===== src/rtl/cdq_pkg.sv =====
// cdq_pkg: shared types and constants for the circular deque.
// Used by circular_deque and its testbench; depends on nothing.
package cdq_pkg;

    localparam int DEPTH_DEFAULT = 8;
    localparam int VALUE_W       = 32;
    localparam int OCC_W         = 4;
    localparam int REQ_W         = 2;
    localparam int STATUS_W      = 2;
    localparam int M_DATA_W      = ((VALUE_W + OCC_W + 7) / 8) * 8;

    typedef enum logic [REQ_W-1:0] {
        REQ_PUSH_FRONT = 2'd0,
        REQ_PUSH_REAR  = 2'd1,
        REQ_POP_FRONT  = 2'd2,
        REQ_POP_REAR   = 2'd3
    } req_t;

    typedef enum logic [STATUS_W-1:0] {
        ST_DONE     = 2'd0,
        ST_OVERFLOW = 2'd1,
        ST_EMPTY    = 2'd2
    } status_t;

endpackage


===== src/rtl/cdq_ram.sv =====
// cdq_ram: generic simple dual-port RAM, one write and one registered read port.
// Standalone; no package dependency.
module cdq_ram #(
    parameter int WIDTH = 32,
    parameter int DEPTH = 8
) (
    input  logic                     aclk,
    input  logic                     we,
    input  logic [$clog2(DEPTH)-1:0] waddr,
    input  logic [WIDTH-1:0]         wdata,
    input  logic                     re,
    input  logic [$clog2(DEPTH)-1:0] raddr,
    output logic [WIDTH-1:0]         rdata
);

    logic [WIDTH-1:0] mem_reg [DEPTH];
    logic [WIDTH-1:0] rdata_reg;

    always_ff @(posedge aclk) begin
        if (we) begin
            mem_reg[waddr] <= wdata;
        end
        if (re) begin
            rdata_reg <= mem_reg[raddr];
        end
    end

    assign rdata = rdata_reg;

endmodule


===== src/rtl/circular_deque.sv =====
// circular_deque: fixed-capacity deque over a ring RAM (top level).
// Depends on cdq_pkg and cdq_ram.
//
//  channel | tvalid/tready | tuser          | tdata
//  s_      | request in    | req_type [1:0] | push_value [31:0]
//  m_      | result out    | status [1:0]   | popped_value [31:0], occupancy [35:32]
//
// Each request is accepted (index update, RAM write or read issue), then held as
// pending while the RAM's registered read completes, before the result register loads.
// No new request is taken while one is pending; the pending flag, not the RAM read port, sets this.
// Synchronous active-low reset empties the deque; RAM contents are not cleared.
// A stalled result holds in the output register; the next request waits for it.
module circular_deque #(
    parameter int DEPTH = cdq_pkg::DEPTH_DEFAULT
) (
    input  logic                          aclk,
    input  logic                          aresetn,
    input  logic                          s_tvalid,
    output logic                          s_tready,
    input  logic [cdq_pkg::VALUE_W-1:0]   s_tdata,   // push_value
    input  logic [cdq_pkg::REQ_W-1:0]     s_tuser,   // req_type
    output logic                          m_tvalid,
    input  logic                          m_tready,
    output logic [cdq_pkg::M_DATA_W-1:0]  m_tdata,   // popped_value, occupancy, zero pad
    output logic [cdq_pkg::STATUS_W-1:0]  m_tuser    // status
);

    localparam int IW = $clog2(DEPTH);
    localparam int CW = $clog2(DEPTH + 1);
    localparam logic [IW-1:0] IDX_LAST = IW'(DEPTH - 1);
    localparam logic [CW-1:0] CNT_FULL = CW'(DEPTH);
    localparam int PAD_W = cdq_pkg::M_DATA_W - cdq_pkg::VALUE_W - cdq_pkg::OCC_W;

    logic [IW-1:0] front_reg, front_next;
    logic [IW-1:0] rear_reg, rear_next;
    logic [CW-1:0] count_reg, count_next;

    logic                          pend_reg;
    logic                          pend_pop_ok_reg, pop_ok;
    cdq_pkg::status_t              pend_status_reg, status_next;
    logic [cdq_pkg::OCC_W-1:0]     pend_occ_reg;

    logic                          m_valid_reg;
    cdq_pkg::status_t              m_status_reg;
    logic [cdq_pkg::VALUE_W-1:0]   m_popped_reg;
    logic [cdq_pkg::OCC_W-1:0]     m_occ_reg;

    logic                          accept;
    logic                          out_free;
    logic                          is_empty, is_full;
    cdq_pkg::req_t                 req;
    logic                          ram_we, ram_re;
    logic [IW-1:0]                 ram_waddr, ram_raddr;
    logic [cdq_pkg::VALUE_W-1:0]   ram_rdata;

    function automatic logic [IW-1:0] idx_up(input logic [IW-1:0] i);
        return (i == IDX_LAST) ? '0 : i + 1'b1;
    endfunction

    function automatic logic [IW-1:0] idx_down(input logic [IW-1:0] i);
        return (i == '0) ? IDX_LAST : i - 1'b1;
    endfunction

    assign out_free = !m_valid_reg || m_tready;
    assign s_tready = !pend_reg && out_free;
    assign accept   = s_tvalid && s_tready;
    assign req      = cdq_pkg::req_t'(s_tuser);
    assign is_empty = (count_reg == '0);
    assign is_full  = (count_reg == CNT_FULL);

    always_comb begin
        front_next  = front_reg;
        rear_next   = rear_reg;
        count_next  = count_reg;
        status_next = cdq_pkg::ST_DONE;
        pop_ok      = 1'b0;
        ram_we      = 1'b0;
        ram_re      = 1'b0;
        ram_waddr   = '0;
        ram_raddr   = front_reg;
        unique case (req)
            cdq_pkg::REQ_PUSH_FRONT, cdq_pkg::REQ_PUSH_REAR: begin
                if (is_full) begin
                    status_next = cdq_pkg::ST_OVERFLOW;
                end else begin
                    ram_we     = accept;
                    count_next = count_reg + 1'b1;
                    if (is_empty) begin
                        front_next = '0;
                        rear_next  = '0;
                        ram_waddr  = '0;
                    end else if (req == cdq_pkg::REQ_PUSH_FRONT) begin
                        front_next = idx_down(front_reg);
                        ram_waddr  = front_next;
                    end else begin
                        rear_next = idx_up(rear_reg);
                        ram_waddr = rear_next;
                    end
                end
            end
            cdq_pkg::REQ_POP_FRONT, cdq_pkg::REQ_POP_REAR: begin
                if (is_empty) begin
                    status_next = cdq_pkg::ST_EMPTY;
                end else begin
                    pop_ok     = 1'b1;
                    ram_re     = accept;
                    ram_raddr  = (req == cdq_pkg::REQ_POP_FRONT) ? front_reg : rear_reg;
                    count_next = count_reg - 1'b1;
                    if (front_reg == rear_reg) begin
                        front_next = '0;
                        rear_next  = '0;
                    end else if (req == cdq_pkg::REQ_POP_FRONT) begin
                        front_next = idx_up(front_reg);
                    end else begin
                        rear_next = idx_down(rear_reg);
                    end
                end
            end
            default: begin
                status_next = cdq_pkg::ST_DONE;
            end
        endcase
    end

    cdq_ram #(
        .WIDTH (cdq_pkg::VALUE_W),
        .DEPTH (DEPTH)
    ) u_ram (
        .aclk  (aclk),
        .we    (ram_we),
        .waddr (ram_waddr),
        .wdata (s_tdata),
        .re    (ram_re),
        .raddr (ram_raddr),
        .rdata (ram_rdata)
    );

    // control state
    always_ff @(posedge aclk) begin
        if (!aresetn) begin
            front_reg   <= '0;
            rear_reg    <= '0;
            count_reg   <= '0;
            pend_reg    <= 1'b0;
            m_valid_reg <= 1'b0;
        end else begin
            pend_reg <= accept;
            if (accept) begin
                front_reg <= front_next;
                rear_reg  <= rear_next;
                count_reg <= count_next;
            end
            // pend_reg only rises when the output side was free, so it always loads here
            if (pend_reg) begin
                m_valid_reg <= 1'b1;
            end else if (m_tready) begin
                m_valid_reg <= 1'b0;
            end
        end
    end

    // payload
    always_ff @(posedge aclk) begin
        if (accept) begin
            pend_status_reg <= status_next;
            pend_pop_ok_reg <= pop_ok;
            pend_occ_reg    <= cdq_pkg::OCC_W'(count_next);
        end
        if (pend_reg) begin
            m_status_reg <= pend_status_reg;
            m_popped_reg <= pend_pop_ok_reg ? ram_rdata : '0;
            m_occ_reg    <= pend_occ_reg;
        end
    end

    assign m_tvalid = m_valid_reg;
    assign m_tuser  = m_status_reg;
    assign m_tdata  = {{PAD_W{1'b0}}, m_occ_reg, m_popped_reg};

endmodule

===== config.mk =====
export PLATFORM = sky130hd
export DESIGN_NAME = circular_deque
export DESIGN_NICKNAME = d
export VERILOG_FILES = /design/src/rtl/cdq_pkg.sv /design/src/rtl/cdq_ram.sv /design/src/rtl/circular_deque.sv
export SDC_FILE = /design/constraint.sdc
export NUM_CORES = 1
export LEC_CHECK = 0
export BUFFER_PORTS_ARGS = -buffer_cell sky130_fd_sc_hd__buf_2
export CORE_MARGIN = 2
export CORE_UTILIZATION = 56
export DETAILED_ROUTE_END_ITERATION = 7
export PLACE_DENSITY = 0.83
export SLEW_MARGIN = 20
export SYNTH_ARGS = -nofsm -noshare
export SYNTH_HDL_FRONTEND = slang
export SYNTH_HIERARCHICAL = 1
export SYNTH_SLANG_ARGS = --single-unit

===== constraint.sdc =====
create_clock -name aclk -period 6 [get_ports aclk]
set_input_delay 0.6 -clock aclk [delete_from_list [all_inputs] [get_ports aclk]]
set_output_delay 0.6 -clock aclk [all_outputs]
set_load 0.03 [all_outputs]

==> Yosys cells after proc, flatten, opt, wreduce, memory -nomap -nowiden <==
Memories as Yosys holds them, arrays and structs flattened. A register that Yosys moved wholly into a read port is not among the register bits.
Index checks and enable logic that the tools add are counted.
W data, S select, Z words.
{ "classes": {"n_mux": 40, "n_addsub": 6, "reduce_logical": 14, "n_eq_ne": 13} }
{ "ops": {"columns": ["op", "count"], "rows": [
  ["$mux W3", 23],
  ["$ne A3 B3 Y1 const B", 4],
  ["$pmux W3 S2", 2],
  ["$mux W1", 10],
  ["$reduce_and A5 Y1", 2],
  ["$mux W4", 2],
  ["$pmux W4 S2", 1],
  ["$add A3 B1 Y3 const B", 2],
  ["$eq A3 B3 Y1 const B", 2],
  ["$logic_not A3 Y1", 2],
  ["$sub A3 B1 Y3 const B", 2],
  ["$add A4 B1 Y4 const B", 1],
  ["$eq A2 B2 Y1 const B", 2],
  ["$eq A4 B4 Y1 const B", 1],
  ["$logic_not A4 Y1", 1],
  ["$ne A2 B2 Y1 const B", 2],
  ["$pmux W2 S2", 1],
  ["$reduce_or A2 Y1", 2],
  ["$sub A4 B1 Y4 const B", 1],
  ["$eq A3 B3 Y1", 1],
  ["$eq A2 B1 Y1 const B", 1],
  ["$logic_and A1 B1 Y1", 2],
  ["$logic_not A1 Y1", 2],
  ["$logic_not A2 Y1", 1],
  ["other kinds (3)", 3]
]} }
{ "totals": {"in_bits": 38, "ram_bits": 256, "ff_bits": 57, "n_memories": 1, "out_inout_bits": 44, "wordCells": 85} }
{ "memory_table": {"columns": ["name", "depth", "width", "rd", "rd_clocked_by_memory_dff", "write_ports", "line_no", "text"], "rows": [
  ["u_ram.mem_reg", 8, 32, 1, 1, 1, "cdq_ram.sv:16", "logic [WIDTH-1:0] mem_reg [DEPTH];"]
]} }

==> Logic depth before layout (Yosys ltp) <==
Gate-level depths: netlist of the first run.
{ "depth": {"depth_word": 8, "ltp_mapped": 12, "ltp_nobuf": 10} }

==> Cells and area by module <==
Netlist of the first run, hierarchy kept.
{ "by_module_without_submodules": {"columns": ["mod", "cells_per_inst", "area_per_inst_um2", "seq_area_each_um2", "instances"], "rows": [
  ["cdq_ram", 415, 10786.6, 8648.3, 1],
  ["circular_deque", 242, 2787.7, 1591.5, 1]
]} }

==> Worst setup path before layout of the first run <==
Ideal clock, no wire load.
{ "synth_timing": {"path_type": "reg-to-reg", "start": "register pend_reg", "end": "memory u_ram.mem_reg[0][0], enable pin", "synth_period_minus_slack_ns": 4.175, "path_slack_ns": 1.825, "n_path_buf": 0, "path_stages_with_launch": 6, "t_arrival_ns": 3.714, "setup_ns": 0.461, "required_time_ns": 5.539, "cell_sequence": "dfxtp_1 inv_1 o211ai_1 nor3_1 nand2b_1 nor3_1"} }
{ "synth_between": {"elab_chain_len": 7} }
{ "synth_rtl": {"columns": ["element", "line_no", "text"], "rows": [
  ["from (decl)", "circular_deque.sv:38", "logic pend_reg;"],
  ["from (signal assigned)", "circular_deque.sv:147", "pend_reg <= accept;"],
  ["$logic_not A1 Y1", "circular_deque.sv:65", "assign s_tready = !pend_reg && out_free;"],
  ["$logic_and A1 B1 Y1", "circular_deque.sv:65", null],
  ["$logic_and A1 B1 Y1", "circular_deque.sv:66", "assign accept = s_tvalid && s_tready;"],
  ["$mux W1", "circular_deque.sv:83", "if (is_full) begin"],
  ["$mux W1", "circular_deque.sv:81", "unique case (req)"],
  ["named net ram_we", "circular_deque.sv:52", "logic ram_we, ram_re;"],
  ["$mux W1", "cdq_ram.sv:20", "if (we) begin"],
  ["$mux W1 (implied by the code)", "cdq_ram.sv:21", "mem_reg[waddr] <= wdata;"],
  ["to (decl)", "cdq_ram.sv:16", null]
]} }
The timed path passes the listed nets, and every way through them passes these cells.

==> Worst setup path after layout of the first run <==
{ "layout_timing": {"start": "register count_reg[0]", "end": "register u_ram.rdata_reg[5], in the netlist u_ram/rdata[5], read port of u_ram.mem_reg (data pin)"} }
{ "layout_between": {"elab_chain_len": 3, "word_cells_on_any_way": 5, "cone_classes": "4 x mux; 1 x reduce/logical"} }
{ "layout_rtl": {"columns": ["element", "line_no", "text"], "rows": [
  ["from (decl)", "circular_deque.sv:36", "logic [CW-1:0] count_reg, count_next;"],
  ["from (signal assigned)", "circular_deque.sv:151", "count_reg <= count_next;"],
  ["$logic_not A4 Y1", "circular_deque.sv:68", "assign is_empty = (count_reg == '0);"],
  ["$mux W3", "circular_deque.sv:102", "if (is_empty) begin"],
  ["$mux W3", "circular_deque.sv:81", null],
  ["named net ram_raddr[0]", "circular_deque.sv:53", "logic [IW-1:0] ram_waddr, ram_raddr;"],
  ["to (decl)", "cdq_ram.sv:17", "logic [WIDTH-1:0] rdata_reg;"]
]} }
The timed path passes the listed nets, and every way through them passes these cells.
A chain may end at the register's enable or synchronous reset.

==> flow_summary_export.csv, run 1 <==
group,metric,value,unit
status,status,"completed",
logic_synthesis,synthCells,657,
critical_path,reg2reg_depth,11,
timing,rsz0062_at_grt,"false",
finish,final_common_cell,"edfxtp_1",
finish,finalNonFillerCells,1099,
critical_path,rrSetupSlack,1730,ps
hold_path,hp-class,"input port to register",
finish,fillers,1554,
finish,multi_input_area,3160,sq um
floorplanning,die_w,160,microns
critical_path,arrival,4530,ps
route,wl_per_cell,23.1,microns
pwr,p_seq_share,52.0,%
timing,finClkSkew,17.4,ps
hold_path,worst_hold_path.num_cells,1,
timing,clock.fmax,234,MHz
pwr,p_leak,5.19,nW
hold_path,worstHoldStart,"s_tdata[11]",
place,gp_congestion,0.785,
clocking,cts_setup_buffers,0,
critical_path,crit_fanout,50,
global_routing,grt-ovfl-total,0,
timing,final_max_slew_viol_count,0,
route,drtIter0Drc,473,
critical_path,worstSetupPathType,"register to register",
critical_path,worstPathRequired,6260,ps
hold_path,min_to,"u_ram/mem_reg[2][11]$_DFFE_PP_",
timing,whs,345,ps
route,dr.pass1.iters,5,
critical_path,rr_endpoint,"u_ram/rdata[5]$_DFFE_PP_",
critical_path,path_cells,"inv_1, ha_1, nor3b_4, nand2b_4, inv_1, nand2_1, nand2_1, o21ai_4, buf_4, mux4_1, mux2_2",
logic_synthesis,synth_cell_type_count,50,
global_routing,antenna_found_initial,2,
clocking,cts_buffers,34,
logic_synthesis,synth_edf_count,333,
place,placedCellCount,1037,
global_routing,grt_pass1_vias,6694,
critical_path,cp-start-kind,"register",
floorplanning,rows,56,
pwr,power_per_cell_area,345,nW/um^2
pwr,ir_worst_vdd,0.272,mV
global_routing,grt_pass1_wl,38.3,mm
clocking,cts_tree,"done",
floorplanning,initial_core_util,57.5,%
floorplanning,die_area,25500,sq um
route,drc,0,
logic_synthesis,syn-cell-area,13600,sq um
finish,drive_gt1_share,28.0,%
pwr,swShare,21.6,%
critical_path,max_stage_delay,800,ps
logic_synthesis,yosys_warnings,6,
place,place_hpwl,14.4,mm
logic_synthesis,ys.flop_type,"edfxtp_1",
pwr,p_int,4.17,mW
timing,hold_violations,0,
critical_path,cp-end-kind,"register",
finish,final_nets,802,
clocking,cts_buffer_depth,3,
place,place_ws,1770,ps
clocking,clkTransAtPathRegs,60,ps
finish,area_growth,13.8,%
timing,fin_crit_sh,71.1,%
job,max_cap_viol_count,0,
logic_synthesis,synth_seq_cells,345,
timing,final.min_clock_period,4270,ps
logic_synthesis,seq_area_frac_synth,75.4,%
finish,regArea,10200,sq um
pwr,comb_power_share,9.4,%
clocking,h-tree-depth,2,
clocking,clk_latency,520,ps
global_routing,grt_usage,20.2,%
clocking,clock-sinks,345,
pwr,p_clk_share,38.6,%
finish,design_area,15400,sq um
route,vias_per_cell,5.81,
route,via_count,6380,
clocking,cts-root-buf,"clkbuf_16",
place,placed_area,14400,sq um
timing,setup_viol,0,
timing,fin_ws,1730,ps
timing,relSlewSlack,29.9,%
floorplanning,fp.dieH,160,microns
timing,fin_tns_setup,0,ps
route,detail-route-antenna-nets,0,
floorplanning,ioPinCount,82,
finish,largest_register_ffs,256,
critical_path,r2r_start,"count_reg[0]$_SDFFE_PN0P_",
timing,tightest_slew,1050,ps
logic_synthesis,syn_area_per_cell,20.7,sq um
clocking,cts_resized,0,
critical_path,crit_slowest_cell,"buf_4",
global_routing,grt_max_degree,51,
clocking,hold_buffers,0,
pwr,p_switching,1.15,mW
finish,mostFrequentLayoutCells,"333 x edfxtp_1, 77 x buf_2, 40 x mux4_1, 37 x and2_1, 37 x clkbuf_16",
route,routed_wl,25.4,mm
logic_synthesis,ys_async_sr_fraction,0,%
place,io_buffers,77,
floorplanning,core_area,23600,sq um
## synthesized netlist by cell type, types with 5 or more instances
master | instances | area share, %
buf_2 | 9 | 0.33
nand2_1 | 13 | 0.36
edfxtp_1 | 333 | 74
nor3_1 | 10 | 0.37
mux4_2 | 24 | 4.0
ha_1 | 10 | 0.92
nor2_1 | 17 | 0.47
o21ai_0 | 9 | 0.33
inv_1 | 15 | 0.41
clkbuf_1 | 7 | 0.19
xnor2_1 | 5 | 0.32
buf_6 | 8 | 0.66
nand3_1 | 5 | 0.18
mux4_1 | 40 | 7.7
a21oi_1 | 8 | 0.29
and2_1 | 37 | 1.7
dfxtp_1 | 12 | 1.8
mux2_2 | 33 | 2.7
## how the worst max path moves through the flow
stage	end	start	slack, ps
6_report	u_ram/rdata[5]$_DFFE_PP_	count_reg[0]$_SDFFE_PN0P_	1730
5_1_grt	u_ram/rdata[21]$_DFFE_PP_	count_reg[0]$_SDFFE_PN0P_	1490
4_1_cts	u_ram/rdata[0]$_DFFE_PP_	count_reg[0]$_SDFFE_PN0P_	1750
3_5_place_dp	u_ram/rdata[0]$_DFFE_PP_	count_reg[0]$_SDFFE_PN0P_	1770
3_3_place_gp	u_ram/rdata[7]$_DFFE_PP_	count_reg[0]$_SDFFE_PN0P_	1980
2_1_floorplan	u_ram/mem_reg[0][0]$_DFFE_PP_	pend_reg$_SDFF_PN0_	1820
## logic make-up (layout without fill, tap and decap cells)
kind of cell / count (synthesis) / in the layout / synth area share (%)
buffers and inverters: 48 / 166 / 1.97
AO/OA/AOI/OAI: 42 / 42 / 2.18
AND/OR/NAND/NOR: 105 / 105 / 4.40
adder cells (fa/ha/maj): 10 / 10 / 0.922
other: 1 / 6 / 0.0276
multiplexers: 100 / 100 / 14.7
flip-flops: 345 / 345 / 75.4
XOR/XNOR: 6 / 6 / 0.387
## worst max-delay path, delay by kind of cell (launching register included)
kind	cells	cell delay, ps
adders and majority gates	1	250
buffers and inverters	3	1070
AOI/OAI and AO/OA	1	270
and+or+nand+nor	4	1030
muxes	2	930
DFF	1	370
## power by group through the flow
stage,sequential (mW),clock [mW],combinational (mW)
after CTS,2.77,2.10,0.499
after global placement,2.81,0,0.470
after floorplan,2.83,0,0.357
after detailed placement,2.82,0,0.495
after global routing,2.77,2.19,0.537
final,2.77,2.06,0.498
## routing by layer
| layer | GRT usage [%] | up-vias | part of all wire (%) |
|---|---|---|---|
| met5 | 1.52 | - | 0 |
| met3 | 3.95 | 58 | 6.7 |
| met2 | 34.9 | 232 | 51 |
| met1 | 25.0 | 3234 | 39 |
| met4 | 8.14 | 0 | 2.9 |
| li1 | - | 2856 | - |
## per-stage QoR
step	utilization, %	total power [mW]
floorplan	-	3.19
finish	65.4	5.32
global placement	60.8	3.28
detailed placement	60.8	3.31
global route	65.4	5.50
CTS	65.4	5.37
## layout make-up
| cell class | instances | area share (%) |
|---|---|---|
| flip-flops and latches | 345 | 66.3 |
| multi-input cells | 267 | 20.5 |
| clock buffers | 44 | 6.23 |
| repair buffers | 91 | 3.18 |
| well taps | 319 | 2.58 |
| clock inverters | 16 | 0.810 |
| inverters | 15 | 0.365 |
| diodes | 2 | 0.0324 |
(Power assumes the default switching activity.)
==> run 2, diff against run 1 <==
clock period = 4.05 ns   (was 6 ns; I/O delays follow)
==> flow_summary_export.csv, run 2 (synthesis gave the netlist of run 1 again) <==
group,metric,value,unit
status,status,"completed",
route,routed_wl,25.0,mm
critical_path,worstSetupPathType,"register to register",
timing,final_max_slew_viol_count,0,
global_routing,grt_pass1_wl,38.3,mm
timing,rsz0062_at_grt,"false",
clocking,cts_setup_buffers,0,
timing,relSlewSlack,41.3,%
finish,final_common_cell,"edfxtp_1",
global_routing,grt_usage,19.7,%
critical_path,crit_buf_inv,3,
critical_path,crit_slowest_cell,"mux4_1",
timing,fin_tns_setup,0,ps
finish,final_nets,806,
timing,tightest_slew,877,ps
route,vias_per_cell,5.92,
global_routing,grt-ovfl-total,0,
clocking,cts-root-buf,"clkbuf_16",
pwr,power_per_cell_area,519,nW/um^2
critical_path,crit_fanout,18,
pwr,p_leak,5.23,nW
clocking,cts_resized,0,
global_routing,antenna_found_initial,1,
finish,regArea,10200,sq um
timing,clock.fmax,274,MHz
timing,whs,168,ps
clocking,clock-sinks,345,
floorplanning,die_w,160,microns
finish,mostFrequentLayoutCells,"333 x edfxtp_1, 77 x buf_2, 40 x mux4_1, 37 x and2_1, 35 x clkbuf_16",
route,dr.pass1.iters,5,
clocking,cts_buffers,34,
finish,finalNonFillerCells,1099,
route,drc,0,
finish,post-route-util,66.0,%
clocking,cts_tree,"done",
timing,finClkSkew,12.1,ps
finish,drive_gt1_share,28.0,%
route,detail-route-antenna-nets,0,
floorplanning,core_area,23600,sq um
floorplanning,fp.dieH,160,microns
job,max_cap_viol_count,0,
hold_path,hp-class,"input port to register",
critical_path,arrival,3880,ps
place,placedCellCount,1041,
route,drtIter0Drc,552,
finish,area_growth,14.9,%
clocking,cts_buffer_depth,3,
critical_path,cp-start-kind,"register",
floorplanning,rows,56,
floorplanning,die_area,25500,sq um
route,wl_per_cell,22.8,microns
clocking,clkTransAtPathRegs,60,ps
clocking,hold_buffers,0,
timing,fin_crit_sh,90.0,%
critical_path,worstPathRequired,4290,ps
pwr,ir_worst_vdd,0.462,mV
finish,multi_input_area,3180,sq um
timing,hold_violations,0,
place,io_buffers,77,
clocking,h-tree-depth,2,
floorplanning,ioPinCount,82,
critical_path,cp_top_family,"simple AND/OR/NAND/NOR gates",
place,gp_congestion,0.766,
timing,final.min_clock_period,3640,ps
global_routing,grt_pass1_vias,6603,
global_routing,grt_max_degree,65,
critical_path,max_stage_delay,640,ps
clocking,clk_latency,500,ps
finish,largest_register_ffs,256,
critical_path,cp-end-kind,"register",
timing,setup_viol,0,
critical_path,path_cells,"inv_1, ha_1, nor3b_4, nand2b_4, inv_1, nand2_1, nand2_1, o21ai_4, buf_4, mux4_1, mux2_2",
floorplanning,initial_core_util,57.5,%
finish,fillers,1528,
route,via_count,6502,
pwr,finalPower,8.09,mW
place,place_hpwl,13.8,mm
-- run 2: worst register-to-register path, delay by kind of cell, from the launching register on --
family	cells	cell delay (ps)
AOI/OAI and AO/OA	1	110
DFF	1	370
muxes	2	960
and+or+nand+nor	4	1060
buffers and inverters	3	630
adders and majority gates	1	270
-- run 2: layout make-up --
type | count | area share [%]
flip-flops and latches | 345 | 65.7
multi-input cells | 267 | 20.4
clock buffers | 42 | 5.79
repair buffers | 95 | 3.66
well taps | 319 | 2.56
clock inverters | 14 | 1.56
inverters | 15 | 0.361
diodes | 2 | 0.0321
-- run 2: worst paths after layout --
path,start,end,slack [ps],cells past startpoint
min reg2reg,pend_status_reg[0]$_SDFFCE_PN0P_,m_tuser[0]$_DFFE_PP_,420,0
max,count_reg[0]$_SDFFE_PN0P_,u_ram/rdata[5]$_DFFE_PP_,410,11
max reg2reg,count_reg[0]$_SDFFE_PN0P_,u_ram/rdata[5]$_DFFE_PP_,410,11
min,s_tdata[5],u_ram/mem_reg[0][5]$_DFFE_PP_,170,1
-- run 2: per-layer routing --
layer  up-vias  share of wire, %  GRT usage, %
li1       2866                 -             -
met1      3363                41          26.4
met2       224                51          33.7
met3        49               6.1          3.56
met4         0               2.1          5.70
met5         -                 0             0
-- run 2: power breakdown --
group,switching (mW),total [mW],internal [mW]
Sequential,0.0452,4.09,4.04
Combinational,0.420,0.768,0.348
Clock,1.22,3.24,2.02
Total,1.68,8.09,6.41
-- run 2: per-stage QoR --
stage	cell area, sq um	worst slack, ps
2_1_floorplan	13600	646
3_3_place_gp	14400	737
3_5_place_dp	14400	461
4_1_cts	15600	401
5_1_grt	15600	201
6_report	15600	407
==> run 3, diff against run 2 <==
==> constraint.sdc (replaced) <==
create_clock -name aclk -period 4.05 [get_ports aclk]
set_input_delay 1.215 -clock aclk [delete_from_list [all_inputs] [get_ports aclk]]
set_output_delay 1.215 -clock aclk [all_outputs]
set_load 0.03 [all_outputs]
==> flow_summary_export.csv, run 3 (synthesis gave the netlist of run 1 again) <==
group,metric,value,unit
timing,hold_violations,0,
timing,rsz0062_at_grt,"false",
route,drtIter0Drc,499,
pwr,comb_power_share,10.0,%
route,wl_per_cell,23.5,microns
clocking,clkTransAtPathRegs,60,ps
clocking,clock-sinks,345,
clocking,cts_resized,0,
floorplanning,fp.dieH,160,microns
route,dr.pass1.iters,5,
floorplanning,ioPinCount,82,
timing,relSlewSlack,44.0,%
timing,tightest_slew,834,ps
job,max_cap_viol_count,0,
finish,area_growth,14.9,%
clocking,hold_buffers,0,
timing,fin_crit_sh,91.8,%
finish,design_area,15600,sq um
pwr,p_seq_share,52.5,%
finish,largest_register_ffs,256,
global_routing,grt_pass1_vias,6853,
critical_path,arrival,3980,ps
critical_path,cp-end-kind,"register",
finish,final_common_cell,"edfxtp_1",
place,place_ws,370,ps
place,placedCellCount,1046,
critical_path,worstSetupPathType,"register to register",
timing,clock.fmax,269,MHz
status,status,"completed",
critical_path,max_stage_delay,680,ps
route,vias_per_cell,5.87,
clocking,cts_buffer_depth,3,
place,gp_congestion,0.794,
critical_path,crit_slowest_cell,"mux4_1",
critical_path,crit_fanout,64,
pwr,p_clk_share,37.5,%
timing,final_max_slew_viol_count,0,
place,placed_area,14600,sq um
finish,fillers,1486,
critical_path,path_cells,"inv_1, ha_1, nor3b_4, nand2b_4, inv_1, nand2_1, nand2_1, o21ai_4, buf_12, mux4_1, mux2_2",
route,detail-route-antenna-nets,0,
finish,finalNonFillerCells,1107,
global_routing,grt_pass1_wl,39.9,mm
route,drc,0,
timing,fin_ws,330,ps
pwr,power_per_cell_area,499,nW/um^2
floorplanning,rows,56,
clocking,cts-root-buf,"clkbuf_16",
finish,final_nets,812,
floorplanning,die_w,160,microns
global_routing,grt_usage,20.8,%
clocking,cts_setup_buffers,0,
global_routing,antenna_found_initial,1,
global_routing,grt_max_degree,65,
place,io_buffers,77,
floorplanning,initial_core_util,57.5,%
finish,post-route-util,66.1,%
clocking,clk_latency,520,ps
critical_path,cp-start-kind,"register",
finish,diodes,0,
finish,mostFrequentLayoutCells,"333 x edfxtp_1, 77 x buf_2, 40 x mux4_1, 37 x and2_1, 37 x clkbuf_16",
clocking,cts_buffers,35,
hold_path,hp-class,"register to register",
route,via_count,6493,
timing,whs,418,ps
critical_path,worstPathRequired,4310,ps
place,place_hpwl,14.8,mm
clocking,h-tree-depth,2,
finish,drive_gt1_share,28.6,%
pwr,ir_worst_vdd,0.505,mV
pwr,p_switching,1.74,mW
timing,setup_viol,0,
global_routing,grt-ovfl-total,0,
pwr,p_leak,5.23,nW
floorplanning,core_area,23600,sq um
clocking,cts_tree,"done",
timing,final.min_clock_period,3720,ps
floorplanning,die_area,25500,sq um
route,routed_wl,26.0,mm
timing,finClkSkew,20.5,ps
pwr,p_int,6.05,mW
pwr,swShare,22.3,%
run 3: cell types whose count changed in the layout (fill, tap and decap cells not counted), sizes merged:
cell / change
clkinv: +14
diode: -2
buf: +5
inv: -1
clkinvlp: +2
bufinv: -7
clkbuf: -3
run 3: critical path: cells and delay by family (launching register included):
family / cells / cell delay [ps]
AND/OR/NAND/NOR: 4 / 1030
buffers and inverters: 3 / 610
AO/OA/AOI/OAI: 1 / 100
flip-flops: 1 / 360
adder cells (fa/ha/maj): 1 / 260
multiplexers: 2 / 980
run 3: power by group through the flow:
stage               Sequential [mW]  Clock, mW  Combinational, mW
floorplan                      4.19          0              0.529
global placement               4.16          0              0.735
detailed placement             4.16          0              0.774
CTS                            4.09       2.98              0.784
global route                   4.09       3.10              0.839
finish                         4.09       2.92              0.779
run 3: final timing paths:
check	end	cells after the start	slack [ps]	start
min reg2reg	m_occ_reg[3]$_DFFE_PP_	0	420	pend_occ_reg[3]$_DFFE_PP_
max	u_ram/rdata[31]$_DFFE_PP_	11	330	count_reg[0]$_SDFFE_PN0P_
min	m_occ_reg[3]$_DFFE_PP_	0	420	pend_occ_reg[3]$_DFFE_PP_
max reg2reg	u_ram/rdata[31]$_DFFE_PP_	11	330	count_reg[0]$_SDFFE_PN0P_
run 3: cell type report:
type | instances | area (sq um) | share of cell area [%]
inverter | 15 | 56.3 | 0.361
sequential | 345 | 10200 | 65.7
tap | 319 | 399 | 2.56
timing repair buffer | 100 | 683 | 4.38
multi-input combinational | 267 | 3180 | 20.4
clock buffer | 39 | 933 | 5.98
clock inverter | 22 | 110 | 0.706
run 3: layer usage:
layer / vias up / routed length [microns] / track usage (%)
met3: 54 / 1600 / 3.58
met4: 2 / 623 / 6.69
met1: 3305 / 10200 / 26.6
li1: 2875 / - / -
met5: - / 13 / 0
met2: 257 / 13500 / 36.5
run 3: per-stage QoR:
stage	power, mW	TNS [ps]
detailed placement	4.94	0
global placement	4.89	0
finish	7.79	0
global route	8.04	0
floorplan	4.72	-10640
CTS	7.85	0
